--- config.mk ---
export PLATFORM = sky130hd
export DESIGN_NAME = hill_cipher_encryptor_core
export DESIGN_NICKNAME = d
export VERILOG_FILES = /design/src/hw/rtl/hce_pkg.sv /design/src/hw/rtl/hce_column.sv /design/src/hw/rtl/hill_cipher_encryptor_core.sv
export SDC_FILE = /design/constraint.sdc
export NUM_CORES = 1
export LEC_CHECK = 0
export ABC_AREA = 1
export BUFFER_PORTS_ARGS = -buffer_cell sky130_fd_sc_hd__buf_2
export CAP_MARGIN = 20
export CORE_ASPECT_RATIO = 1.5
export CORE_MARGIN = 3
export CORE_UTILIZATION = 65
export DETAILED_ROUTE_END_ITERATION = 8
export PLACE_DENSITY = 0.84
export SLEW_MARGIN = 20
export SYNTH_ARGS = -nofsm -noshare
export SYNTH_HDL_FRONTEND = slang
export SYNTH_SLANG_ARGS = --single-unit
--- constraint.sdc ---
create_clock -name clk -period 28.8 [get_ports clk]
set_input_delay 4.32 -clock clk [delete_from_list [all_inputs] [get_ports clk]]
set_output_delay 4.32 -clock clk [all_outputs]
set_load 0.02 [all_outputs]
--- src/hw/rtl/hce_pkg.sv ---
// ----------------------------------------------------------------------------
// Hill cipher encryptor package
// Shared widths, register indexes, the closed-block record and the key lookup.
// ----------------------------------------------------------------------------
package hce_pkg;

  localparam int MaxOrder   = 4;
  localparam int ByteW      = 8;
  localparam int OrderW     = 2;   // order minus one, 0..3
  localparam int KeyW       = 128; // sixteen flat key entries
  localparam int ValueW     = 18;
  localparam int TdataOutW  = 24;  // cipher value padded to whole bytes
  localparam int CfgDataW   = 64;
  localparam int CfgIndexW  = 2;
  localparam int KeyOrderW  = 3;

  typedef enum logic [CfgIndexW-1:0] {
    REG_KEY_ORDER = 2'd0,
    REG_KEY_LOW   = 2'd1,
    REG_KEY_HIGH  = 2'd2
  } cfg_reg_t;

  typedef logic [MaxOrder-1:0][ByteW-1:0] byte_vec_t;

  // A closed block waiting to be multiplied out column by column.
  typedef struct packed {
    byte_vec_t             bytes;   // positions beyond the block are zero
    logic [OrderW-1:0]     n_m1;    // order of the key in use, minus one
    logic                  eom;     // block was closed by the message end
  } blk_t;

  // Flat key entry k, entry 0 in the lowest byte.
  function automatic logic [ByteW-1:0] key_entry(input logic [KeyW-1:0] key,
                                                 input logic [3:0] k);
    key_entry = key[k*ByteW +: ByteW];
  endfunction

endpackage

--- src/hw/rtl/hce_column.sv ---
// ----------------------------------------------------------------------------
// Hill cipher column unit
// Dot product of one closed block with one column of the key matrix.
// ----------------------------------------------------------------------------
module hce_column
  import hce_pkg::*;
(
  input  blk_t                blk,
  input  logic [KeyW-1:0]     key,
  input  logic [OrderW-1:0]   col,
  output logic [ValueW-1:0]   value
);

  logic [OrderW:0]        order;
  logic [3:0]             idx   [MaxOrder];
  logic [2*ByteW-1:0]     prod  [MaxOrder];

  assign order = {1'b0, blk.n_m1} + 3'd1;

  // Row i of the key starts at flat entry i*n. Rows beyond the order meet
  // zero bytes, so their index never matters.
  always_comb begin
    for (int i = 0; i < MaxOrder; i++) begin
      idx[i]  = 4'(i) * {1'b0, order} + {2'b00, col};
      prod[i] = 16'(blk.bytes[i]) * 16'(key_entry(key, idx[i]));
    end
  end

  assign value = ValueW'(prod[0]) + ValueW'(prod[1]) + ValueW'(prod[2])
               + ValueW'(prod[3]);

endmodule

--- src/hw/rtl/hill_cipher_encryptor_core.sv ---
// ----------------------------------------------------------------------------
// Hill cipher encryptor core
// Streams message bytes in, multiplies each block of n bytes by the n x n key
// matrix and streams the n ciphertext values out.
// ----------------------------------------------------------------------------
//
//   Channel   Direction  Payload                         Request rule
//   s_axis    in         tdata[7:0] message byte,         tvalid & tready
//                        tlast end of message
//   m_axis    out        tdata[17:0] cipher value,        tvalid & tready
//                        tlast last value of message
//   cfg       in         cfg_index, cfg_data              cfg_we
//
// A byte that completes a block (or carries end of message) moves the block
// into a holding register; the column unit then produces one value per cycle
// into the output register while the output is not stalled, so a block of n
// bytes yields its n values and, while the output flows, n-byte blocks stream
// at one byte per cycle. A partial block flushed by end of message still
// yields n values, so while the output flows a request that closes the next
// block straight away waits for the holding register.
// Reset (rst, synchronous) empties the buffer, the holding register and the
// output register and loads the key order 2 and an all-zero key.
// A stalled output only blocks a request that would close a block while the
// holding register is still busy; other bytes are buffered as usual.
// ----------------------------------------------------------------------------
module hill_cipher_encryptor_core
  import hce_pkg::*;
(
  input  logic                  clk,
  input  logic                  rst,
  // Configuration write port
  input  logic                  cfg_we,
  input  logic [CfgIndexW-1:0]  cfg_index,
  input  logic [CfgDataW-1:0]   cfg_data,
  // Input stream
  input  logic                  s_axis_tvalid,
  output logic                  s_axis_tready,
  input  logic [ByteW-1:0]      s_axis_tdata,   // [7:0] message_byte
  input  logic                  s_axis_tlast,   // end_of_message
  // Output stream
  output logic                  m_axis_tvalid,
  input  logic                  m_axis_tready,
  output logic [TdataOutW-1:0]  m_axis_tdata,   // [17:0] cipher_value, rest zero
  output logic                  m_axis_tlast    // last_value
);

  // Configuration registers.
  logic [KeyOrderW-1:0]  key_order;
  logic [KeyW-1:0]       key;

  // Block buffer and fill count.
  byte_vec_t             buffer;
  logic [OrderW-1:0]     fill_count;

  // Holding register for a closed block, with its column counter.
  blk_t                  blk;
  logic                  blk_valid;
  logic [OrderW-1:0]     col;

  // Output register.
  logic                  out_valid;
  logic [ValueW-1:0]     out_value;
  logic                  out_last;

  logic [OrderW-1:0]     n_m1;
  logic [OrderW:0]       count;
  logic [OrderW:0]       order;
  logic [OrderW:0]       used;
  logic                  closes;
  logic                  in_accept;
  logic                  out_load;
  logic                  blk_done;
  logic [ValueW-1:0]     col_value;
  blk_t                  blk_next;

  // Effective order: a key order of zero acts as one, anything above the
  // maximum acts as the maximum.
  always_comb begin
    if (key_order == '0) begin
      n_m1 = '0;
    end else if (key_order > KeyOrderW'(MaxOrder)) begin
      n_m1 = OrderW'(MaxOrder - 1);
    end else begin
      n_m1 = OrderW'(key_order - KeyOrderW'(1));
    end
  end

  assign order = {1'b0, n_m1} + 3'd1;
  assign count = {1'b0, fill_count} + 3'd1;

  // The block closes when it is full (also when the order has shrunk below
  // what is already buffered) or when the byte ends the message.
  assign closes = (count >= order) || s_axis_tlast;
  assign used   = (count < order) ? count : order;

  // The output register takes a new value from the held block whenever it is empty or drained.
  assign out_load = blk_valid && (!out_valid || m_axis_tready);
  assign blk_done = out_load && (col == blk.n_m1);

  assign s_axis_tready = !closes || !blk_valid || blk_done;
  assign in_accept     = s_axis_tvalid && s_axis_tready;

  // Closed block: the new byte lands at its fill position; positions past
  // the used length count as zero.
  always_comb begin
    for (int i = 0; i < MaxOrder; i++) begin
      if (3'(i) >= used) begin
        blk_next.bytes[i] = '0;
      end else if (OrderW'(i) == fill_count) begin
        blk_next.bytes[i] = s_axis_tdata;
      end else begin
        blk_next.bytes[i] = buffer[i];
      end
    end
    blk_next.n_m1 = n_m1;
    blk_next.eom  = s_axis_tlast;
  end

  always_ff @(posedge clk) begin
    if (rst) begin
      key_order <= KeyOrderW'(2);
      key       <= '0;
    end else if (cfg_we) begin
      unique case (cfg_index)
        REG_KEY_ORDER: key_order <= cfg_data[KeyOrderW-1:0];
        REG_KEY_LOW:   key[CfgDataW-1:0]    <= cfg_data;
        REG_KEY_HIGH:  key[KeyW-1:CfgDataW] <= cfg_data;
        default: ;
      endcase
    end
  end

  // The buffer itself needs no clearing: the fill count masks stale bytes.
  always_ff @(posedge clk) begin
    if (in_accept) begin
      buffer[fill_count] <= s_axis_tdata;
    end
  end

  always_ff @(posedge clk) begin
    if (rst) begin
      fill_count <= '0;
    end else if (in_accept) begin
      fill_count <= closes ? '0 : count[OrderW-1:0];
    end
  end

  always_ff @(posedge clk) begin
    if (in_accept && closes) begin
      blk <= blk_next;
    end
  end

  always_ff @(posedge clk) begin
    if (rst) begin
      blk_valid <= 1'b0;
      col       <= '0;
    end else if (in_accept && closes) begin
      blk_valid <= 1'b1;
      col       <= '0;
    end else if (blk_done) begin
      blk_valid <= 1'b0;
      col       <= '0;
    end else if (out_load) begin
      col <= col + OrderW'(1);
    end
  end

  hce_column u_column (
    .blk   (blk),
    .key   (key),
    .col   (col),
    .value (col_value)
  );

  always_ff @(posedge clk) begin
    if (rst) begin
      out_valid <= 1'b0;
    end else if (!out_valid || m_axis_tready) begin
      out_valid <= blk_valid;
    end
  end

  always_ff @(posedge clk) begin
    if (out_load) begin
      out_value <= col_value;
      out_last  <= blk.eom && (col == blk.n_m1);
    end
  end

  assign m_axis_tvalid = out_valid;
  assign m_axis_tdata  = {{(TdataOutW-ValueW){1'b0}}, out_value};
  assign m_axis_tlast  = out_last;

endmodule

==> metrics.md, run 1 <==
| Metric | Value |
|---|---|
| Status | `finished clean` |
| Final period utilization | `0.378` |
| Post-CTS resize count | `0` |
| Max Fclk | `approximately 0.092 GHz` |
| Post-route clock skew | `0.0347 ns` |
| Element type at the critical path start | `flop` |
| Via count of the first global-routing pass | `18,182` |
| Floorplan Core Area | `31,300 um2` |
| Layout overhead on the synthesized area | `6.18%` |
| Remaining max-slew budget at the tightest pin | `0.281` |
| Number of instances in the synthesized netlist | `2,726` |
| Die W | `152 um` |
| Number of nets with antenna violations after routing | `0` |
| Destination of the worst hold path | `key[119]` |
| I/O pin total | `107` |
| Cell Area, Synth | `20,900 um2` |
| Shortest period the worst path allows | `10.89 ns` |
| Number of buffers added on ports | `100` |
| FFs w/ async S/R, synth | `0` |
| Data required time of the critical path | `approximately 29 ns` |
| Leading cell types in the layout, fill and taps excluded | `607 x nand2_1, 448 x inv_1, 274 x nor2_1, 213 x fa_1, 184 x o21ai_0` |
| Critical-path top delay cell | `inv_1` |
| Starting DRC count in detailed routing | `roughly 1,500` |
| Worst min path class | `reg2reg` |
| Ratio of cells with drive above 1 in the final layout | `0.0761` |
| CP delay by family, top | `adder cells` |
| Yosys warns | `0` |
| Worst hold path stage count | `2` |
| Crit-path most repeated cell | `fa_1` |
| FP Rows | `roughly 80` |
| Post-layout nets | `between 3,000 and 4,000` |
| Dpl hpwl | `48.9 mm` |
| Setup slack, reg-to-reg | `17.91 ns` |
| Number of antenna violations at the first check in global routing | `0` |
| Number of buffers and inverters on the critical path | `9` |
| RePlAce Congestion | `roughly 1.0` |
| Largest driver fanout on the critical path | `33` |
| Number of clock buffers inserted by TritonCTS | `23` |
| Reg clk slew, reported paths | `about 0.070 ns` |
| Clock root buffer | `clkbuf_16` |
| Startpoint of the lowest-slack register-to-register path | `blk[1]` |
| Number of different library cells in the post-synthesis netlist | `39` |
| Critical Path Max Stage Delay | `0.83 ns` |
| Setup Crit Path Kind | `reg2reg` |
| Sequential cell area fraction in the yosys report | `0.255` |
| Antenna cells | `0` |
| Routed WL | `61.6 mm` |
| Maximum Capacitance Violations | `0` |
| Final-layout setup total negative slack | `0 ns` |
| Total of flip-flops plus latches after synthesis | `223` |
| Total number of vias | `18,166` |
| Number of synthesized flops with an enable pin | `86` |
| Global-route wire length before repair | `96.4 mm` |
| Primary FF master, synth | `dfxtp_1` |
| Synthesized area per cell | `7.67 um2` |
| Critical path capture point type | `flop` |
| Drt via density | `about 5.7` |
| First-pass detailed-route iteration total | `6` |
| Die footprint | `34,400 um2` |
| RSZ-0062 raised after global routing | `no` |
| TritonCTS clock tree | `yes` |
| Worst reg-to-reg path cell count | `39` |
| Final setup violation count | `0` |
| Largest net degree at the start of global routing | `roughly 110` |
| Global route total overflow | `0` |
| Insertion delay to the later sink of the worst-skew pair | `between 0.5 and 0.6 ns` |
| Slew Limit Fails | `0` |
| Clock sink count | `223` |
| HP Start | `key[119]` |
| GRT Total Usage | `0.354` |
| Final hold violation count | `0` |
| Commonest non-fill, non-tap cell in the layout | `nand2_1` |
| Max H-tree Level | `1` |
| Maximum clock path buffer count | `3` |
| Arrival time of data at the critical path endpoint | `11.25 ns` |
| Count of buffers added by post-CTS timing repair for setup | `0` |
| Effective utilization at floorplan | `0.667` |
| Slew at the pin with the worst max-slew slack | `1.08 ns` |
| Post-route DRC violation count | `0` |
| Average wire length per cell after detail routing | `about 19 um` |
| Die Ht | `226 um` |
| Post-CTS Hold Fix Bufs | `0` |
| Filler cell count | `2,532` |
| RR Endpoint | `out_value[11]` |
==> area by class of cell <==
| type | count | area (um2) | area share |
|---|---|---|---|
| multi-input cells | 1925 | 13300 | 0.597 |
| flip-flops and latches | 223 | 5330 | 0.240 |
| inverters | 470 | 1770 | 0.0796 |
| clock buffers | 29 | 629 | 0.0283 |
| repair buffers | 113 | 606 | 0.0273 |
| well taps | 405 | 507 | 0.0228 |
| clock inverters | 12 | 105 | 0.00473 |
==> logic make-up after synthesis <==
| logic type | synth area share |
|---|---|
| flops | 0.255 |
| compound gates | 0.112 |
| mux | 0.00766 |
| xor+xnor | 0.0108 |
| fa+ha+maj | 0.294 |
| simple gates | 0.208 |
| buf+inv | 0.113 |
| other cells | 0.000179 |
==> state kept, by name, indices dropped and copies added (netlist names) <==
name	flops
m_axis_tlast	1
key	128
m_axis_tvalid	1
fill_count	2
blk	35
out_value	18
col	2
key_order	3
blk_valid	1
buffer	32
==> stage by stage <==
stage	hold slack, ns	instances	setup WS [ns]	area, um2	util
final	0.482	3177	17.91	22200	0.709
after global routing	0.511	3177	17.32	22200	0.709
after CTS	0.482	3176	17.80	22200	0.708
after detailed placement	0.472	3135	17.81	21500	0.685
after global placement	0.461	3135	17.87	21500	0.685
after floorplan	0.439	2731	18.47	20900	-
==> cell usage after synthesis (all sizes together) (2+ instances only) <==
master / n / area (um2)
o21bai: 2 / 15.0
clkbuf: 41 / 154
xnor2: 7 / 68.8
o21a: 2 / 15.0
ha: 151 / 1890
nor2: 276 / 1040
inv: 468 / 1760
xor2: 18 / 158
o21ai: 232 / 1160
nand2: 621 / 2370
nor3: 3 / 25.0
nand4: 6 / 37.5
o211ai: 43 / 323
mux2i: 16 / 160
or2: 16 / 100
buf: 72 / 437
edfxtp: 86 / 2580
dfxtp: 137 / 2740
nand3b: 3 / 22.5
nand3: 145 / 741
a21o: 2 / 15.0
clkinv: 2 / 7.51
a21oi: 160 / 801
fa: 213 / 4260
==> worst min-delay path: cells and delay by family (launching register included) <==
family | cells | cell delay, ns
DFF | 1 | 0.29
AOI/OAI and AO/OA | 1 | 0.06
buffers and inverters | 1 | 0.08
==> worst max-delay path by stage <==
stage,startpoint,to,slack [ns],cells after the start
final,blk[1],out_value[11],17.91,39
after global routing,blk[1],out_value[11],17.32,39
after CTS,col[0],out_value[11],17.80,38
after detailed placement,col[0],out_value[11],17.81,38
after global placement,col[0],out_value[11],17.87,38
after floorplan,m_axis_tready,s_axis_tready,18.47,4
==> routing by layer <==
layer  vias up  routed length [um]  track usage  share of wire
li1       8623                   -            -              -
met1      8560               22300        0.398           0.36
met2       771               31400        0.647           0.51
met3       212                3460       0.0410          0.056
met4         0                4420        0.211          0.072
met5         -                   0            0              0
Power of run 1 is not shown: default switching activity piles up to over one toggle a cycle in this logic, so the estimate is an artifact.
==> inputs of run 2 (changes only) <==
--- a/config.mk
+++ b/config.mk
@@ -10,9 +10,9 @@
 export CAP_MARGIN = 20
 export CORE_ASPECT_RATIO = 1.5
 export CORE_MARGIN = 3
-export CORE_UTILIZATION = 65
+export CORE_UTILIZATION = 64
 export DETAILED_ROUTE_END_ITERATION = 8
-export PLACE_DENSITY = 0.84
+export PLACE_DENSITY = 0.83
 export SLEW_MARGIN = 20
 export SYNTH_ARGS = -nofsm -noshare
 export SYNTH_HDL_FRONTEND = slang
==> constraint.sdc (replaced) <==
create_clock -name clk -period 10.37 [get_ports clk]
set_input_delay 1.5555 -clock clk [delete_from_list [all_inputs] [get_ports clk]]
set_output_delay 1.5555 -clock clk [all_outputs]
set_load 0.02 [all_outputs]
==> run 2 against run 1 <==
  * Setup slack got worse by 17 ns
  * Die area rose by 1.5%
  * First-iteration DRC count rose by 19%
  * Routed wire length rose by 3.6%
  * Worst hold slack improved by 0.0052 ns
  * Fmax rose by 10%
  * Cell count rose by 0.57%
==> metrics.md, run 2 (synthesis results as in run 1) <==
| Metric | Value |
|---|---|
| Status | `finished clean` |
| Number of clock buffers inserted by TritonCTS | `23` |
| Die W | `154 um` |
| Post-route clock skew | `0.0302 ns` |
| Slew Limit Fails | `0` |
| Critical path capture point type | `flop` |
| Routed length on met2 | `32.5 mm` |
| Maximum Capacitance Violations | `0` |
| Drt via density | `5.80` |
| Starting DRC count in detailed routing | `1,755` |
| Worst min path class | `reg2reg` |
| Arrival time of data at the critical path endpoint | `10.16 ns` |
| Shortest period the worst path allows | `9.87 ns` |
| Final setup violation count | `0` |
| Maximum clock path buffer count | `3` |
| Via count of the first global-routing pass | `18,451` |
| Antenna cells | `0` |
| Post-route DRC violation count | `0` |
| Total number of vias | `18,535` |
| Minimum hold slack | `0.487 ns` |
| Register with the most flip-flops | `key` |
| Largest net degree at the start of global routing | `109` |
| Insertion delay to the later sink of the worst-skew pair | `0.55 ns` |
| Data required time of the critical path | `between 10 and 15 ns` |
| Registers with the highest flip-flop counts | `key (128), blk (35), buffer (32)` |
| Metal1 wirelength | `22.1 mm` |
| TritonCTS clock tree | `yes` |
| Number of antenna violations at the first check in global routing | `0` |
| Routed WL | `around 64 mm` |
| GRT Total Usage | `0.359` |
| Largest driver fanout on the critical path | `32` |
| Core utilization of the finished layout | `0.698` |
| I/O pin total | `around 110` |
| Die Ht | `227 um` |
| Max Fclk | `0.101 GHz` |
| Reg clk slew, reported paths | `~0.07 ns` |
| Average wire length per cell after detail routing | `between 15 and 20 um` |
| Remaining max-slew budget at the tightest pin | `0.329` |
| Global-route wire length before repair | `97.8 mm` |
| Floorplan Core Area | `around 32,000 um2` |
| Routed wire length on met3 | `3.87 mm` |
| Number of nets with antenna violations after routing | `0` |
| Dpl hpwl | `50.5 mm` |
| Setup slack, reg-to-reg | `slightly above 0.5 ns` |
| RSZ-0062 raised after global routing | `no` |
| Die footprint | `34,900 um2` |
| Critical Path Max Stage Delay | `~0.56 ns` |
| Uppermost routed layer | `met4` |
| Ratio of cells with drive above 1 in the final layout | `0.0808` |
| First-pass detailed-route iteration total | `6` |
| Final hold violation count | `0` |
| Final-layout setup total negative slack | `0 ns` |
| Commonest non-fill, non-tap cell in the layout | `nand2_1` |
| Global route total overflow | `0` |
| RePlAce Congestion | `around 0.95` |
| Number of buffers added on ports | `100` |
| Max H-tree Level | `1` |
| Critical-path top delay cell | `fa_1` |
| Final period utilization | `0.951` |
| Setup Crit Path Kind | `reg2reg` |
| Flip-flop count of the largest register, all copies and words added | `128` |
| Clock root buffer | `clkbuf_16` |
| Element type at the critical path start | `flop` |
| FP Rows | `80` |
| Slack of the critical path | `0.504 ns` |
| DP Worst Slack | `0.269 ns` |
| Slew at the pin with the worst max-slew slack | `1.00 ns` |
| Post-layout nets | `3,213` |
| Clock sink count | `223` |
| Leading cell types in the layout, fill and taps excluded | `607 x nand2_1, 448 x inv_1, 274 x nor2_1, 213 x fa_1, 184 x o21ai_0` |
| Effective utilization at floorplan | `0.653` |
| Post-CTS Hold Fix Bufs | `0` |
| Layout overhead on the synthesized area | `6.91%` |
[run 2: changes by cell type in the layout (fill, tap and decap cells not counted), sizes merged]
cell	change
clkinv	-1
inv	-2
clkbuf	+3
buf	+13
[run 2: through the flow]
step / instances / area, um2
after floorplan: 2731 / 20900
after global placement: 3148 / 21500
after detailed placement: 3148 / 21500
after CTS: 3189 / 22300
after global routing: 3195 / 22400
final: 3195 / 22400
[run 2: worst paths after layout]
check,from,cells after the start,to
setup / recovery,blk[1],39,out_value[16]
hold / removal,key[117],2,key[117]
setup reg to reg,blk[1],39,out_value[16]
hold reg to reg,key[117],2,key[117]
[run 2: area by class of cell]
| cell class | count | area, um2 |
|---|---|---|
| repair buffers | 126 | 748 |
| clock inverters | 9 | 62.6 |
| clock buffers | 32 | 661 |
| inverters | 470 | 1770 |
| multi-input cells | 1925 | 13300 |
| fillers | 2674 | 9680 |
| flip-flops and latches | 223 | 5330 |
| well taps | 410 | 513 |
[run 2: worst max-delay path: cells and delay by family (launching register included)]
| family | cells | cell delay [ns] |
|---|---|---|
| buf+inv | 8 | 0.81 |
| fa+ha+maj | 14 | 6.28 |
| compound gates | 4 | 0.79 |
| xor+xnor | 1 | 0.21 |
| simple gates | 12 | 1.02 |
| flops | 1 | 0.46 |
[run 2: repair_timing]
| item | 4_1_cts | 5_1_grt |
|---|---|---|
| setup endpoints to repair | 0 | 8 |
| setup buffers | 0 | 5 |
| resized for setup | 0 | 5 |
[run 2: per-layer routing]
| layer | track usage | vias up |
|---|---|---|
| met5 | 0 | - |
| met4 | 0.247 | 0 |
| met3 | 0.0426 | 254 |
| li1 | - | 8636 |
| met1 | 0.393 | 8762 |
| met2 | 0.648 | 883 |
Power of run 2 is left out for the same reason.
==> inputs of run 3 (changes only) <==
--- a/config.mk
+++ b/config.mk
@@ -5,7 +5,7 @@
 export SDC_FILE = /design/constraint.sdc
 export NUM_CORES = 1
 export LEC_CHECK = 0
-export ABC_AREA = 1
+export ABC_AREA = 0
 export BUFFER_PORTS_ARGS = -buffer_cell sky130_fd_sc_hd__buf_2
 export CAP_MARGIN = 20
 export CORE_ASPECT_RATIO = 1.5
==> run 3 against run 2 <==
  * Global-route usage fell by 6.2 points
  * Routed wire length is 19% lower
  * Highest routed layer unchanged
  * Flip-flop and latch count is the same
  * Count of clock-buffer cells in the layout is 6 lower
  * Critical path depth is 2 lower
==> metrics.md, run 3 <==
| Metric | Value |
|---|---|
| Status | `finished clean` |
| Slew Limit Fails | `0` |
| Final cell count without fillers | `2,519` |
| Data required time of the critical path | `around 11 ns` |
| Biggest area consumer among synthesized cells | `fa_1` |
| Remaining max-slew budget at the tightest pin | `0.276` |
| Final setup violation count | `0` |
| Die footprint | `34,300 um2` |
| Crit-path most repeated cell | `fa_1` |
| Post-layout nets | `2,543` |
| Most frequently used cell type in the post-synthesis netlist | `nand2_1` |
| Largest driver fanout on the critical path | `6` |
| Primary FF master, synth | `dfxtp_1` |
| Antenna cells | `0` |
| Max Fclk | `around 0.098 GHz` |
| Sequential standard cell area | `5330 um2` |
| Total of flip-flops plus latches after synthesis | `223` |
| Met1 Resource Use GR | `0.327` |
| Placed cell count | `about 2,500` |
| Yosys top cell area share | `0.208` |
| Worst min path class | `reg2reg` |
| Total number of vias | `15,402` |
| First-pass detailed-route iteration total | `5` |
| Clock sink count | `223` |
| Cell area after layout | `22,600 um2` |
| GRT met3 Usage | `0.0294` |
| Multi-input logic area | `14,100 um2` |
| Die W | `152 um` |
| Cell-internal power | `2.08 mW` |
| Global route total overflow | `0` |
| Register with the most flip-flops | `key` |
| Starting DRC count in detailed routing | `roughly 1,300` |
| Sequential group share of total power | `0.322` |
| Total power per unit cell area | `151 nW/um2` |
| Filler cell count | `2,114` |
| Effective utilization at floorplan | `0.656` |
| Global routing usage on met2 | `0.553` |
| Routed WL | `around 52 mm` |
| Largest net degree at the start of global routing | `109` |
| Post-route DRC violation count | `0` |
| Routing layer with the top usage in global route | `met2` |
| Critical path capture point type | `flop` |
| Yosys warns | `0` |
| Drt via density | `6.11` |
| Part of the total power dissipated in the clock network | `0.210` |
| IR Drop Worst-Case VDD | `124 uV` |
| FFs w/ async S/R, synth | `0` |
| Via count of the first global-routing pass | `16,327` |
| GRT Total Usage | `0.296` |
| Number of instances in the synthesized netlist | `2,009` |
| Final period utilization | `0.987` |
| Critical-path top delay cell | `mux4_2` |
| Maximum clock path buffer count | `3` |
| Number of buffers added on ports | `100` |
| Shortest period the worst path allows | `10.24 ns` |
| Ratio of cells with drive above 1 in the final layout | `0.177` |
| Cell Area, Synth | `20,500 um2` |
| Number of antenna violations at the first check in global routing | `0` |
| Cell area reported after detailed placement | `21,400 um2` |
| Clock root buffer | `clkbuf_16` |
| Minimum hold slack | `0.486 ns` |
| Final hold violation count | `0` |
| Flip-flop count of the largest register, all copies and words added | `128` |
| I/O pin total | `107` |
| Synthesized area per cell | `around 10 um2` |
| TritonCTS clock tree | `yes` |
| FP Rows | `79` |
| Floorplan Core Area | `about 31,000 um2` |
| Global-route wire length before repair | `81.2 mm` |
| Maximum Capacitance Violations | `0` |
| Reg clk slew, reported paths | `0.07 ns` |
| RePlAce Congestion | `0.929` |
| Top cells by instance count after synthesis | `394 x nand2_1, 300 x inv_1, 213 x fa_1` |
| Registers with the highest flip-flop counts | `key (128), blk (35), buffer (32)` |
| Insertion delay to the later sink of the worst-skew pair | `0.53 ns` |
| Layout overhead on the synthesized area | `10.2%` |
| Setup Crit Path Kind | `reg2reg` |
| Post-route clock skew | `~0.016 ns` |
| Number of synthesized flops with an enable pin | `86` |
| Number of different library cells in the post-synthesis netlist | `53` |
| Commonest non-fill, non-tap cell in the layout | `nand2_1` |
| Element type at the critical path start | `flop` |
| Switching Share | `0.390` |
| Total power of the final layout | `3.42 mW` |
| Slew at the pin with the worst max-slew slack | `1.09 ns` |
| Number of nets with antenna violations after routing | `0` |
| Dpl hpwl | `40.0 mm` |
| Sequential cell area fraction in the yosys report | `0.259` |
| Number of clock buffers inserted by TritonCTS | `21` |
| Die Ht | `225 um` |
| Max H-tree Level | `1` |
| Pleak | `9.70 nW` |
| Net Switching | `1.33 mW` |
| Arrival time of data at the critical path endpoint | `between 10 and 15 ns` |
| Leading cell types in the layout, fill and taps excluded | `393 x nand2_1, 297 x inv_1, 209 x fa_1, 147 x a21oi_1, 137 x and2_1` |
| Leading cell types by total area after synthesis | `fa_1 21%, mux4_2 14%, dfxtp_1 13%` |
| Average wire length per cell after detail routing | `20.6 um` |
| Combinational power share | `0.468` |
| RSZ-0062 raised after global routing | `yes` |
| Critical Path Max Stage Delay | `0.56 ns` |
-- run 3: cell count changes after synthesis, moves of 19 or more --
| cell | change |
|---|---|
| and2_1 | +141 |
| inv_1 | -149 |
| mux2i_1 | +19 |
| mux4_2 | +126 |
| nand2_1 | -213 |
| nand3_1 | -133 |
| nor2_1 | -218 |
| o211ai_1 | -43 |
| o21ai_0 | -175 |
| o21ai_1 | -42 |
-- run 3: layer usage --
layer | up-vias | share of wire
met5 | - | 0
met4 | 0 | 0.071
met3 | 262 | 0.060
met2 | 730 | 0.53
met1 | 7631 | 0.34
li1 | 6779 | -
-- run 3: final timing paths --
path | startpoint | end | slack [ns] | depth (start not counted)
worst max-delay path | blk[1] | out_value[15] | 0.13 | 37
worst min register to register | key[71] | key[71] | 0.49 | 2
worst min-delay path | key[71] | key[71] | 0.49 | 2
worst max register to register | blk[1] | out_value[15] | 0.13 | 37
-- run 3: through the flow --
stage	util	TNS, ns	setup WS (ns)
CTS	0.710	0	0.00507
floorplan	-	0	0.101
finish	0.722	0	0.134
detailed placement	0.684	-0.971	-0.323
global route	0.722	-0.656	-0.198
global placement	0.684	-0.0430	-0.0430
-- run 3: cells by family after synthesis --
family | after synthesis | synth area share
simple gates | 634 | 0.138
buf+inv | 386 | 0.0759
fa+ha+maj | 364 | 0.300
flops | 223 | 0.259
compound gates | 206 | 0.0552
mux | 164 | 0.158
xor+xnor | 31 | 0.0136
other cells | 1 | 0.000183
-- run 3: worst max-delay path: cells and delay by family (launching register included) --
| kind | cells | cell delay, ns |
|---|---|---|
| fa+ha+maj | 14 | 5.82 |
| mux | 2 | 0.84 |
| simple gates | 4 | 0.51 |
| flops | 1 | 0.40 |
| xor+xnor | 3 | 0.69 |
| compound gates | 4 | 0.80 |
| buf+inv | 10 | 0.94 |
-- run 3: power by group through the flow --
stage / logic [mW] / clock network (mW) / registers (mW)
2_1_floorplan: 1.02 / 0 / 1.10
3_3_place_gp: 1.35 / 0 / 1.11
3_5_place_dp: 1.41 / 0 / 1.12
4_1_cts: 1.45 / 0.724 / 1.10
5_1_grt: 1.76 / 0.758 / 1.10
6_report: 1.60 / 0.718 / 1.10
-- run 3: cell type report --
class,instances,area share
clock buffers,26,0.0241
clock inverters,12,0.00332
inverters,300,0.0499
multi-input cells,1405,0.622
flip-flops and latches,223,0.235
well taps,405,0.0224
repair buffers,148,0.0429
-- run 3: what timing repair did --
| action | CTS | global route |
|---|---|---|
| pin swaps | 1 | 21 |
| hold buffers | 0 | 0 |
| gates cloned | 2 | 0 |
| buffers inserted | 4 | 12 |
| setup endpoints to repair | 7 | 8 |
| gates resized for setup | 13 | 60 |
| hold endpoints to repair | 0 | 0 |
Power figures use the tool's default switching activity.
